### config.mk
export PLATFORM = sky130hd
export DESIGN_NAME = unsigned_to_ascii_digits
export DESIGN_NICKNAME = d
export VERILOG_FILES = /design/src/rtl/u2a_pkg.sv /design/src/rtl/unsigned_to_ascii_digits.sv
export SDC_FILE = /design/constraint.sdc
export NUM_CORES = 1
export LEC_CHECK = 0
export ABC_AREA = 1
export BUFFER_PORTS_ARGS = -buffer_cell sky130_fd_sc_hd__buf_4
export CAP_MARGIN = 10
export CORE_MARGIN = 2
export CORE_UTILIZATION = 63
export CTS_BUF_LIST = sky130_fd_sc_hd__clkbuf_2 sky130_fd_sc_hd__clkbuf_4 sky130_fd_sc_hd__clkbuf_8
export DETAILED_ROUTE_END_ITERATION = 12
export PLACE_DENSITY = 0.88
export SYNTH_ARGS = -nofsm -noshare
export SYNTH_HDL_FRONTEND = slang
export SYNTH_SLANG_ARGS = --single-unit
### constraint.sdc
create_clock -name clk -period 4.08 [get_ports clk]
set_clock_uncertainty 0.2 [all_clocks]
set_input_delay 0.816 -clock clk [delete_from_list [all_inputs] [get_ports clk]]
set_output_delay 0.816 -clock clk [all_outputs]
set_load 0.03 [all_outputs]
### src/rtl/u2a_pkg.sv
// ----------------------------------------------------------------------------
// u2a_pkg
// Shared types and character constants for the unsigned-to-ASCII converter.
// ----------------------------------------------------------------------------
package u2a_pkg;

    typedef enum logic [4:0] {
        ST_IDLE   = 5'b00001,
        ST_CONV   = 5'b00010,
        ST_PFX0   = 5'b00100,
        ST_PFXX   = 5'b01000,
        ST_DIGITS = 5'b10000
    } state_t;

    localparam logic [6:0] CHAR_ZERO     = 7'h30;
    localparam logic [6:0] CHAR_NINE     = 7'h39;
    localparam logic [6:0] CHAR_LETTER_A = 7'h61;
    localparam logic [6:0] CHAR_LETTER_F = 7'h66;
    localparam logic [6:0] CHAR_X        = 7'h78;

    function automatic logic [6:0] glyph(input logic [3:0] d);
        logic [6:0] c;
        if (d < 4'd10)
        begin
            c = CHAR_ZERO + {3'b000, d};
        end
        else
        begin
            c = CHAR_LETTER_A + {3'b000, d - 4'd10};
        end
        return c;
    endfunction

endpackage

### src/rtl/unsigned_to_ascii_digits.sv
// ----------------------------------------------------------------------------
// unsigned_to_ascii_digits
// Unsigned value to ASCII text, decimal or lowercase hex with 0x prefix.
// ----------------------------------------------------------------------------
// A value is taken when start is high and busy is low; characters then appear
// one per strobe, most significant first, with last set on the final one.
// Decimal mode runs a bit-serial shift-add-3 conversion over VALUE_BITS bits,
// then walks the BCD digits one per cycle, skipping leading zeros. Hex mode
// skips the conversion: it sends the 0 and x prefix characters, then walks the
// nibbles one per cycle, also skipping leading zeros.
// Characters cannot be held off by the receiver; take each on its strobe.
module unsigned_to_ascii_digits #(
    parameter int VALUE_BITS = 64
) (
    input  logic        clk,
    input  logic        rst_n,
    input  logic        start,
    output logic        busy,
    input  logic [63:0] value,
    input  logic        hex_mode,
    output logic        strobe,
    output logic [6:0]  char_code,
    output logic        last
);
    import u2a_pkg::*;

    localparam int DEC_DIGITS = (VALUE_BITS * 30103) / 100000 + 1;
    localparam int HEX_DIGITS = (VALUE_BITS + 3) / 4;
    localparam int NDIG       = (DEC_DIGITS > HEX_DIGITS) ? DEC_DIGITS : HEX_DIGITS;
    localparam int DIG_BITS   = NDIG * 4;
    localparam int HEX_SHIFT  = DIG_BITS - HEX_DIGITS * 4;
    localparam int BCNT_W     = $clog2(VALUE_BITS + 1);
    localparam int DCNT_W     = $clog2(NDIG + 1);

    state_t                  state_reg, state_next;
    logic [VALUE_BITS-1:0]   src_reg, src_next;
    logic [DIG_BITS-1:0]     dig_reg, dig_next;
    logic [DIG_BITS-1:0]     adj;
    logic [BCNT_W-1:0]       bcnt_reg, bcnt_next;
    logic [DCNT_W-1:0]       dcnt_reg, dcnt_next;
    logic                    seen_reg, seen_next;
    logic                    strobe_reg, strobe_next;
    logic [6:0]              char_reg, char_next;
    logic                    last_reg, last_next;
    logic [3:0]              top;

    assign top = dig_reg[DIG_BITS-1 -: 4];

    always_comb
    begin
        for (int i = 0; i < NDIG; i++)
        begin
            if (dig_reg[i*4 +: 4] inside {[4'd5:4'd15]})
            begin
                adj[i*4 +: 4] = dig_reg[i*4 +: 4] + 4'd3;
            end
            else
            begin
                adj[i*4 +: 4] = dig_reg[i*4 +: 4];
            end
        end
    end

    always_comb
    begin
        state_next  = state_reg;
        src_next    = src_reg;
        dig_next    = dig_reg;
        bcnt_next   = bcnt_reg;
        dcnt_next   = dcnt_reg;
        seen_next   = seen_reg;
        strobe_next = 1'b0;
        char_next   = char_reg;
        last_next   = last_reg;
        case (state_reg)
            ST_IDLE:
            begin
                if (start)
                begin
                    seen_next = 1'b0;
                    if (hex_mode)
                    begin
                        dig_next   = DIG_BITS'(value[VALUE_BITS-1:0]) << HEX_SHIFT;
                        dcnt_next  = DCNT_W'(HEX_DIGITS);
                        state_next = ST_PFX0;
                    end
                    else
                    begin
                        src_next   = value[VALUE_BITS-1:0];
                        dig_next   = '0;
                        bcnt_next  = BCNT_W'(VALUE_BITS);
                        state_next = ST_CONV;
                    end
                end
            end
            ST_CONV:
            begin
                dig_next  = {adj[DIG_BITS-2:0], src_reg[VALUE_BITS-1]};
                src_next  = src_reg << 1;
                bcnt_next = bcnt_reg - 1'b1;
                if (bcnt_reg == BCNT_W'(1))
                begin
                    dcnt_next  = DCNT_W'(NDIG);
                    state_next = ST_DIGITS;
                end
            end
            ST_PFX0:
            begin
                strobe_next = 1'b1;
                char_next   = CHAR_ZERO;
                last_next   = 1'b0;
                state_next  = ST_PFXX;
            end
            ST_PFXX:
            begin
                strobe_next = 1'b1;
                char_next   = CHAR_X;
                last_next   = 1'b0;
                state_next  = ST_DIGITS;
            end
            ST_DIGITS:
            begin
                dig_next  = dig_reg << 4;
                dcnt_next = dcnt_reg - 1'b1;
                if (seen_reg || top != 4'd0 || dcnt_reg == DCNT_W'(1))
                begin
                    seen_next   = 1'b1;
                    strobe_next = 1'b1;
                    char_next   = glyph(top);
                    last_next   = (dcnt_reg == DCNT_W'(1));
                    if (dcnt_reg == DCNT_W'(1))
                    begin
                        state_next = ST_IDLE;
                    end
                end
            end
            default:
            begin
                state_next = ST_IDLE;
            end
        endcase
    end

    always_ff @(posedge clk or negedge rst_n)
    begin
        if (!rst_n)
        begin
            state_reg  <= ST_IDLE;
            bcnt_reg   <= '0;
            dcnt_reg   <= '0;
            seen_reg   <= 1'b0;
            strobe_reg <= 1'b0;
        end
        else
        begin
            state_reg  <= state_next;
            bcnt_reg   <= bcnt_next;
            dcnt_reg   <= dcnt_next;
            seen_reg   <= seen_next;
            strobe_reg <= strobe_next;
        end
    end

    always_ff @(posedge clk)
    begin
        src_reg  <= src_next;
        dig_reg  <= dig_next;
        char_reg <= char_next;
        last_reg <= last_next;
    end

    assign busy      = (state_reg != ST_IDLE);
    assign strobe    = strobe_reg;
    assign char_code = char_reg;
    assign last      = last_reg;

endmodule

### Yosys cells after proc, flatten, opt, wreduce, memory -nomap -nowiden

Cells that the tools add are included.

* add/subtract/negate cells: 25
* $lt $le $gt $ge: 41
* eq/ne operators: 14
* muxes and demuxes: 49
* reduce and logical (&&, ||, !) cells: 36

Operators by type and width (number)
* 80-bit case mux with 3 select lines: 1
* 80-bit two-way mux: 2
* 64-bit two-way mux: 2
* 64-bit case mux with 2 select lines: 1
* 4-bit by 3-bit >= comparator with 1-bit output (second input constant): 20
* 4-bit <= comparator (second input constant): 20
* 4-bit by 2-bit adder with 4-bit output (second input constant): 19
* 4-bit two-way mux: 19
* 5-bit two-way mux: 7
* 7-bit two-way mux: 4
* 5-bit case mux with 5 select lines: 1
* 7-bit case mux with 3 select lines: 1
* 1-bit logical AND: 20
* 5-bit case mux with 3 select lines: 1
* 7-bit case mux with 2 select lines: 1
* 2-bit inequality test (second input constant): 6
* 5-bit by 1-bit == test with 1-bit output (second input constant): 2
* 4-bit AND reduction: 2
* 6-bit by 4-bit adder with 7-bit output (first input constant): 1
* 6-bit by 5-bit adder with 7-bit output (first input constant): 1
* 7-bit by 1-bit == test with 1-bit output (second input constant): 1
* 7-bit by 1-bit subtractor with 7-bit output (second input constant): 1
* 3-bit two-way mux: 2
* 1-bit case mux with 2 select lines: 3
* other kinds (17): 27

* register bits after elaboration: 171
* input bits: 68
* output and inout bits: 10

### Depth between registers and ports, before layout

* depth in word-level cells: 5
* depth in mapped cells: 10
* gate-level depth less buffers: 10

### Least setup slack after synthesis

No wires, ideal clock.

* path kind: reg2reg
* start: reg state_reg[0]
* end: reg dig_reg[0], enable pin
* setup time: 434 ps
* arrival time: 2844 ps
* required time: 3446 ps
* slack: 602 ps
* cell stages (with the launch flop): 7
* buffers on the path: 0
* path through: dfstp_2 > inv_1 > nor2_1 > nand3_1 > nand3_1 > nand2_1 > inv_1

* longest elaborated chain between the ends: 3
* elaborated cells on any way between the ends: 6
* classes of those cells: 4 x eq/ne; 2 x reduce/logical

RTL lines
* start: declaration: RTL line unsigned_to_ascii_digits.sv:35 `state_t state_reg, state_next;`
* start signal: assignment: RTL line unsigned_to_ascii_digits.sv:156 `state_reg <= state_next;`
* 5-bit by 1-bit == test with 1-bit output (tied with other cells): RTL line unsigned_to_ascii_digits.sv:75 `case (state_reg)`
* 2-bit inequality test (no source line) or 3-bit nonzero test (tied branches)
* 2-bit AND reduction (no source line) (*)
* end signal: assignment: RTL line unsigned_to_ascii_digits.sv:167 `dig_reg <= dig_next;`
* end: declaration: RTL line unsigned_to_ascii_digits.sv:37 `logic [DIG_BITS-1:0] dig_reg, dig_next;`

Every way passes the cells marked *; elsewhere a longest branch is shown, timed or not.
A chain may end at the register's enable or synchronous reset.

### Final worst setup path

* start: reg state_reg[0]
* end: out busy

* longest elaborated chain between the ends: 1

RTL lines
* 5-bit by 1-bit inequality test with 1-bit output: RTL line unsigned_to_ascii_digits.sv:172 `assign busy = (state_reg != ST_IDLE);`
* end: declaration: RTL line unsigned_to_ascii_digits.sv:18 `output logic busy,`

Every way passes these cells.

==> flow_summary.json <==
{
  "hold_class": "primary input to asynchronous set/reset pin",
  "crit_required_ns": 3.06,
  "layout-drive-gt1-share_pct": 11.1,
  "numCtsBuffers": 17,
  "clock_sink_count": 170,
  "cts_buffer_depth": 2,
  "ir_worst_vdd_v": 0.000199,
  "worst_pin_slew_ns": 0.874,
  "p_per_area_nw_per_um2": 290,
  "p_leak_nw": 5.18,
  "r2r_setup_slack_ns": 1.45,
  "fin_ws_ns": 1.41,
  "area_growth_pct": 11.7,
  "critPathArrivalTime_ns": 1.66,
  "grt_overflow": 0,
  "fin_cells": 1450,
  "hpwl_um": 14700,
  "design_area_um2": 11100,
  "internal-power_mw": 2.58,
  "status": "complete, no violations",
  "synth_seq_cells": 170,
  "port_buffers": 76,
  "finalSetupViolations": 0,
  "switching_share_pct": 19.6,
  "ios": 78,
  "synthArstFlopShare_pct": 11.2,
  "power.total_mw": 3.20,
  "synthCells": 1163,
  "largest_register_ffs": 80,
  "pwr-share-clk_pct": 39.5,
  "crit_path_max_fanout": 6,
  "reg2reg_from": "state_reg[0]$_DFFE_PN1P_",
  "routabilityCongestion": 0.881,
  "worstSkewPairLatency_ns": 0.47,
  "cp-end-kind": "output pin",
  "fin_crit_ns": 2.67,
  "via_per_inst": 5.68,
  "antenna_left": 0,
  "yosysWarnings": 0,
  "rsz0062_at_grt": "no",
  "grt_max_degree": 81,
  "place_inst": 1418,
  "synth_edf_count": 151,
  "cts_tree": "built",
  "syn_avg_cell_area_um2": 8.51,
  "hold_viol": 0,
  "start_util_pct": 64.8,
  "tns_ns": 0,
  "grt_use_total_pct": 27.2,
  "drt_iter0_markers": 931,
  "ys.flop_type": "edfxtp_1",
  "synth_area_um2": 9890,
  "slew_headroom_pct": 41.6,
  "crit_type": "flip-flop to output pin",
  "pre_cts_ws_ns": 1.47,
  "ff2ff_path_depth": 7,
  "maxCapViolCount": 0,
  "diodes": 0,
  "combPwrFrac_pct": 2.3,
  "worstSetupStartpoint": "state_reg[0]$_DFFE_PN1P_",
  "die_area_um2": 16700,
  "wl_per_cell_um": 15.1,
  "grt_pass1_vias": 7711,
  "num_vias": 8235,
  "layout.nets": 1341,
  "ys_seq_area_share_pct": 50.7,
  "clk_pin_slew_ns": 0.08,
  "grt_pass1_wl_um": 36000,
  "synth.distinct_cells": 35,
  "reg2reg_to": "src_reg[42]$_DFFE_PP_",
  "drv_slew": 0,
  "cts_setup_buffers": 0,
  "die_height_um": 129,
  "synth_nets": 1278,
  "fp.dieW_um": 129,
  "mostFrequentLayoutCell": "nand2_1",
  "post_cts_resized": 0,
  "root_buffer": "clkbuf_8",
  "place_area_um2": 10600,
  "drc_errors": 0,
  "wirelength_um": 21900,
  "htreeDepth": 4,
  "holdWs_ns": 0.0197,
  "p_sw_uw": 627,
  "hold_buffers": 0,
  "synthTopCellsByArea": "edfxtp_1, nand2_1, ha_1, nand3_1, inv_1",
  "fmax_mhz": 374,
  "antenna_found_initial": 0,
  "rows": 45,
  "timing.final.crit_share_pct": 65.5,
  "postLayoutCoreUtil_pct": 72.4,
  "layout_common_cells": "nand2_1, edfxtp_1, inv_1, nand3_1, o21ai_0",
  "pwr-share-seq_pct": 58.2,
  "start_kind": "flip-flop",
  "core_um2": 15300,
  "firstDrtPassIters": 5,
  "yosys.area.top_type": "edfxtp_1",
  "synth_top_area_share_pct": 45.8
}
[routing by layer]
layer | GRT usage, % | wire length (µm) | vias to the layer above
met5 | 0 | 0 | -
met1 | 36.4 | 9390 | 3884
li1 | - | - | 4002
met4 | 10.5 | 462 | 0
met2 | 44.9 | 10600 | 309
met3 | 4.42 | 1430 | 40
[Yosys cell counts, types with 12 or more instances]
library cell,n
a21oi_1,19
edfxtp_1,151
dfrtp_1,18
ha_1,47
nor2_1,54
o21ai_0,88
inv_1,129
nand3_1,107
xor2_1,12
o211ai_1,47
nand2_1,395
buf_2,33
[worst max-delay path by stage]
stage | end | slack [ns]
2_1_floorplan | dig_reg[0]$_DFFE_PP_ | 0.60
3_3_place_gp | src_reg[12]$_DFFE_PP_ | 1.51
3_5_place_dp | src_reg[38]$_DFFE_PP_ | 1.47
4_1_cts | busy | 1.42
5_1_grt | src_reg[25]$_DFFE_PP_ | 1.29
6_report | busy | 1.41
[critical path, cell delays in order (launching register included)]
cell and delay (ns):
dfstp_2 0.56, inv_1 0.05, nor2_1 0.12, nand3_1 0.22, buf_4 0.25
[power by group through the flow]
stage / Combinational, mW / Sequential, mW / Clock [mW]
2_1_floorplan: 0.0121 / 1.90 / 0
3_3_place_gp: 0.0712 / 1.90 / 0
3_5_place_dp: 0.0723 / 1.90 / 0
4_1_cts: 0.0727 / 1.87 / 1.27
5_1_grt: 0.0774 / 1.87 / 1.34
6_report: 0.0727 / 1.87 / 1.26
[cell type report]
| cell class | instances | area (µm²) |
|---|---|---|
| multi-input cells | 821 | 4190 |
| flip-flops and latches | 170 | 5010 |
| repair buffers | 86 | 683 |
| clock buffers | 24 | 299 |
| well taps | 211 | 264 |
| clock inverters | 8 | 120 |
| inverters | 130 | 488 |
| fillers | 1131 | 4210 |
[kinds of logic after synthesis]
| family | Yosys count | synth area share (%) |
|---|---|---|
| AO/OA/AOI/OAI | 171 | 10.2 |
| XOR/XNOR | 14 | 1.24 |
| adder cells (fa/ha/maj) | 47 | 5.94 |
| buffers and inverters | 172 | 7.25 |
| flip-flops | 170 | 50.7 |
| other | 1 | 0.0379 |
| AND/OR/NAND/NOR | 588 | 24.7 |
Note: power is estimated with default switching activity, not from simulation.
